==> config.mk <==
export PLATFORM = sky130hd
export DESIGN_NAME = sarl_cell
export DESIGN_NICKNAME = d
export VERILOG_FILES = /design/src/sv/sarl_pkg.sv /design/src/sv/sarl_cell.sv
export SDC_FILE = /design/constraint.sdc
export NUM_CORES = 1
export LEC_CHECK = 0
export BUFFER_PORTS_ARGS = -buffer_cell sky130_fd_sc_hd__buf_2
export CAP_MARGIN = 20
export CORE_AREA = 2 2 321 323
export DETAILED_ROUTE_END_ITERATION = 6
export DIE_AREA = 0 0 323 325
export PLACE_DENSITY = 0.45
export REMOVE_ABC_BUFFERS = 1
export SYNTH_ARGS = -nofsm -noshare
export SYNTH_HDL_FRONTEND = slang
export SYNTH_SLANG_ARGS = --single-unit
==> constraint.sdc <==
create_clock -name clk -period 14.11 [get_ports clk]
set_input_delay 2.822 -clock clk [delete_from_list [all_inputs] [get_ports clk]]
set_output_delay 2.822 -clock clk [all_outputs]
set_load 0.02 [all_outputs]
==> src/sv/sarl_pkg.sv <==
package sarl_pkg;

  localparam int unsigned MAX_REGIONS_DEFAULT = 256;
  localparam int unsigned ADDR_W = 64;
  localparam int unsigned TAG_W = 16;
  localparam int unsigned ENTRY_COUNT_W = 9;
  localparam int unsigned STATUS_W = 2;

  localparam logic CMD_INSERT = 1'b0;
  localparam logic CMD_LOOKUP = 1'b1;

  localparam logic [STATUS_W-1:0] STATUS_OK = 2'd0;
  localparam logic [STATUS_W-1:0] STATUS_MISS = 2'd1;
  localparam logic [STATUS_W-1:0] STATUS_FULL = 2'd2;

  typedef struct packed {
    logic [ADDR_W-1:0] s;
    logic [ADDR_W-1:0] e;
    logic [TAG_W-1:0] t;
  } entry_t;

  typedef enum logic [3:0] {
    OP_HOLD,
    OP_LOAD,
    OP_SORT_EVEN,
    OP_SORT_ODD,
    OP_MARK,
    OP_PACK_EVEN,
    OP_PACK_ODD,
    OP_PROBE,
    OP_SELECT
  } cell_op_t;

  typedef struct packed {
    cell_op_t op;
    logic [ADDR_W-1:0] key;
    entry_t data;
  } cell_ctrl_t;

  // true when a must come after b in (start, end) order
  function automatic logic comes_after(entry_t a, entry_t b);
    logic r;
    if (a.s != b.s) r = a.s > b.s;
    else r = a.e > b.e;
    return r;
  endfunction

endpackage

==> src/sv/sarl_cell.sv <==
module sarl_cell #(
  parameter int unsigned IDX = 0,
  parameter int unsigned MAX_REGIONS = sarl_pkg::MAX_REGIONS_DEFAULT
) (
  input  logic clk,
  input  sarl_pkg::cell_ctrl_t ctrl,
  input  logic [$clog2(MAX_REGIONS+1)-1:0] count,
  input  logic [$clog2(MAX_REGIONS)-1:0] sel,
  input  sarl_pkg::entry_t left_ent,
  input  logic left_drop,
  input  sarl_pkg::entry_t right_ent,
  input  logic right_drop,
  output sarl_pkg::entry_t ent,
  output logic drop,
  output logic kept,
  output logic lt,
  output logic ge,
  output sarl_pkg::entry_t pick
);

  localparam int unsigned IW = $clog2(MAX_REGIONS);
  localparam int unsigned CW = $clog2(MAX_REGIONS+1);
  localparam bit EVEN = (IDX % 2) == 0;
  localparam bit HAS_LEFT = IDX > 0;

  logic mine_valid, right_valid, is_odd, is_pack;
  logic role_left, role_right, swap_r, swap_l;

  always_comb begin
    mine_valid = CW'(IDX) < count;
    right_valid = CW'(IDX + 1) < count;
    is_odd = (ctrl.op == sarl_pkg::OP_SORT_ODD) || (ctrl.op == sarl_pkg::OP_PACK_ODD);
    is_pack = (ctrl.op == sarl_pkg::OP_PACK_EVEN) || (ctrl.op == sarl_pkg::OP_PACK_ODD);
    role_left = is_odd ? !EVEN : EVEN;
    role_right = is_odd ? (EVEN && HAS_LEFT) : !EVEN;
    if (is_pack) begin
      // dropped entries drift toward the tail, kept ones keep their order
      swap_r = mine_valid && right_valid && drop && !right_drop;
      swap_l = mine_valid && left_drop && !drop;
    end else begin
      swap_r = mine_valid && right_valid && sarl_pkg::comes_after(ent, right_ent);
      swap_l = mine_valid && sarl_pkg::comes_after(left_ent, ent);
    end
    kept = mine_valid && !drop;
  end

  always_ff @(posedge clk) begin
    unique case (ctrl.op)
      sarl_pkg::OP_LOAD: begin
        if (sel == IW'(IDX)) begin
          ent <= ctrl.data;
          drop <= 1'b0;
        end
      end
      sarl_pkg::OP_SORT_EVEN, sarl_pkg::OP_SORT_ODD,
      sarl_pkg::OP_PACK_EVEN, sarl_pkg::OP_PACK_ODD: begin
        if (role_left && swap_r) begin
          ent <= right_ent;
          drop <= right_drop;
        end else if (role_right && swap_l) begin
          ent <= left_ent;
          drop <= left_drop;
        end
      end
      sarl_pkg::OP_MARK: begin
        drop <= mine_valid && right_valid && (ent.s <= right_ent.s) && (ent.e > right_ent.s);
      end
      sarl_pkg::OP_PROBE: begin
        lt <= ctrl.key < ent.s;
        ge <= ctrl.key >= ent.e;
      end
      sarl_pkg::OP_SELECT: begin
        pick <= (sel == IW'(IDX)) ? ent : '0;
      end
      default: begin
      end
    endcase
  end

endmodule

==> metrics.csv <==
metric,value,unit
io_pins,812,
required,14330,ps
startpoint_type,input port,
syn_avg_cell_area,11.2,um2
dr.first_iter.drc_count,755,
ctsResizeCount,0,
setup_tns,0,ps
fin_nets,3244,
p_comb_share,17.7,%
syn_to_final_growth,34.1,%
ant_nets,0,
p_switching,0.000763,W
clock_tree.buffer_depth,3,
totalWireLength,88500,um
skew,27.1,ps
grt_pass1_vias,16400,
synthArstFlopShare,0,%
ys_top_cells_by_area,"edfxtp_1 (46%), ha_1 (21%), mux2_2 (8.5%)",
drtPass1Iterations,5,
cts_buffers,43,
drv_cap,0,
place_congestion,0.857,
start_util,18.9,%
grt_overflow,0,
cts_tree,built,
vdd_drop_max,80.3,uV
slew_headroom,29.0,%
path_clk_slew,60,ps
status,finished clean,
rsz0062_at_grt,false,
utilization,25.3,%
syn_area,0.0191,mm2
setup-violations-final,0,
yosysSeqAreaShare,45.7,%
synth.most_common_cell,ha_1,
gr-usage-all-layers,16.5,%
synthTopCellsByCount,"ha_1 (319), edfxtp_1 (291), inv_1 (262)",
p_per_area,102,mW/mm2
vias,15800,
synth_top_area_share,45.7,%
cts_setup_buffers,0,
synthCells,1713,
die_area,0.105,mm2
die_y,325,um
tightest_slew,1060,ps
yosys.cell_types.count,56,
post-route-period-util,53.1,%
cp.arrival,7720,ps
power.share.sequential,39.4,%
antenna_found_initial,36,
core_area,0.101,mm2
fin_area,0.0256,mm2
crit_type,in2reg,
dpl.hpwl,74200,um
wl_per_cell,23.2,um
die_w,323,um
nFillCells,11100,
worstPathMaxFanout,43,
hold_viol,0,
p_int,0.00185,W
clock_latency,600,ps
drc,0,
synth_edf_count,291,
synth-seq-cells,291,
grt_max_degree,124,
cts.sinks,291,
port_buffers,666,
drive_gt1_share,37.2,%
fmax,0.133,GHz
yosysTopAreaCell,edfxtp_1,
p_leak,11.5,nW
min_period,7490,ps
synthFlopType,edfxtp_1,
cts-root-buf,clkbuf_16,
htree_levels,2,
grt_pass1_wl,121000,um
hold_path_class,reg2reg,
num_rows,117,
viasPerCell,4.14,
crit_path_end_kind,flop,
p_clk_share,42.9,%
finalMaxSlewViolations,0,
ys_warn_count,0,
p_sw_share,29.2,%
hold_buffers,0,
dpl_cell_area,0.0242,mm2
==> placed cells by master (no fill, tap or decap), types with 53 or more instances in the layout <==
| cell | instances |
|---|---|
| ha_1 | 319 |
| inv_1 | 262 |
| buf_2 | 666 |
| nand4_1 | 61 |
| nand2_1 | 53 |
| mux2_2 | 144 |
| edfxtp_1 | 291 |
| nor2_1 | 163 |
| a21oi_1 | 101 |
| o21ai_0 | 54 |
==> kinds of logic (layout without fill, tap and decap cells) <==
kind of cell,count (synthesis),in the layout,share of synthesized area [%]
AO/OA/AOI/OAI,265,265,8.61
XOR/XNOR,1,1,0.0458
other,0,16,0
multiplexers,144,144,8.48
AND/OR/NAND/NOR,400,400,10.5
buffers and inverters,293,1016,5.80
adder cells (fa/ha/maj),319,319,20.9
flip-flops,291,291,45.7
==> layer usage <==
| metal | GRT usage [%] | part of all wire (%) |
|---|---|---|
| met1 | 20.0 | 42 |
| met2 | 27.4 | 47 |
| met3 | 6.03 | 8.9 |
| met4 | 4.05 | 2.2 |
| met5 | 0 | 0.23 |
==> cell type report <==
cell class                      count  area [um2]  share of cell area (%)
Sequential cell                   291        8740                    34.1
Clock inverter                     27         269                    1.05
Multi-Input combinational cell   1129        9320                    36.4
Timing Repair Buffer              678        3440                    13.4
Tap cell                         1368        1710                    6.68
Inverter                          262         983                    3.84
Antenna cell                       16        40.0                   0.156
Clock buffer                       49        1140                    4.45
==> sequential cells by signal (all words and copies together) (netlist names) <==
| signal | count |
|---|---|
| drop | 1 |
| ent | 144 |
| ge | 1 |
| lt | 1 |
| pick | 144 |
==> through the flow <==
step                hold WS [ps]  setup WS [ps]  std cells  total power (W)
floorplan                    711           3080       1682          0.00131
global placement             548           5850       3728          0.00152
detailed placement           553           5830       3728          0.00152
CTS                          566           6460       3804          0.00267
global route                 583           6330       3805          0.00275
finish                       565           6620       3820          0.00262
==> power groups by stage <==
stage | sequential, W | clock (W) | combinational [W]
finish | 0.00103 | 0.00112 | 0.000464
global route | 0.00103 | 0.00119 | 0.000522
CTS | 0.00103 | 0.00117 | 0.000476
detailed placement | 0.00105 | 0 | 0.000473
global placement | 0.00105 | 0 | 0.000471
floorplan | 0.00108 | 0 | 0.000228
==> worst max-delay path, stage by stage <==
cell     delay, ps
buf_2          100
inv_1           60
ha_1           320
nand4_1        190
nor4_2         720
nand4_1        450
a31oi_1        610
nor3_1         140
a21oi_1        200
nor3_1         140
nor2_4         660
buf_4          560
buf_4          590
==> path summary, 6_finish.rpt <==
path                           start                    end  slack [ps]  cells past startpoint
setup / recovery      right_ent[135]      ent[15]$_DFFE_PP_        6620                     13
hold / removal      ent[5]$_DFFE_PP_  pick[5]$_SDFFCE_PP0N_         560                      1
setup reg to reg  ent[103]$_DFFE_PP_      ent[15]$_DFFE_PP_        8400                     11
hold reg to reg     ent[5]$_DFFE_PP_  pick[5]$_SDFFCE_PP0N_         560                      1
(Power assumes the default switching activity.)
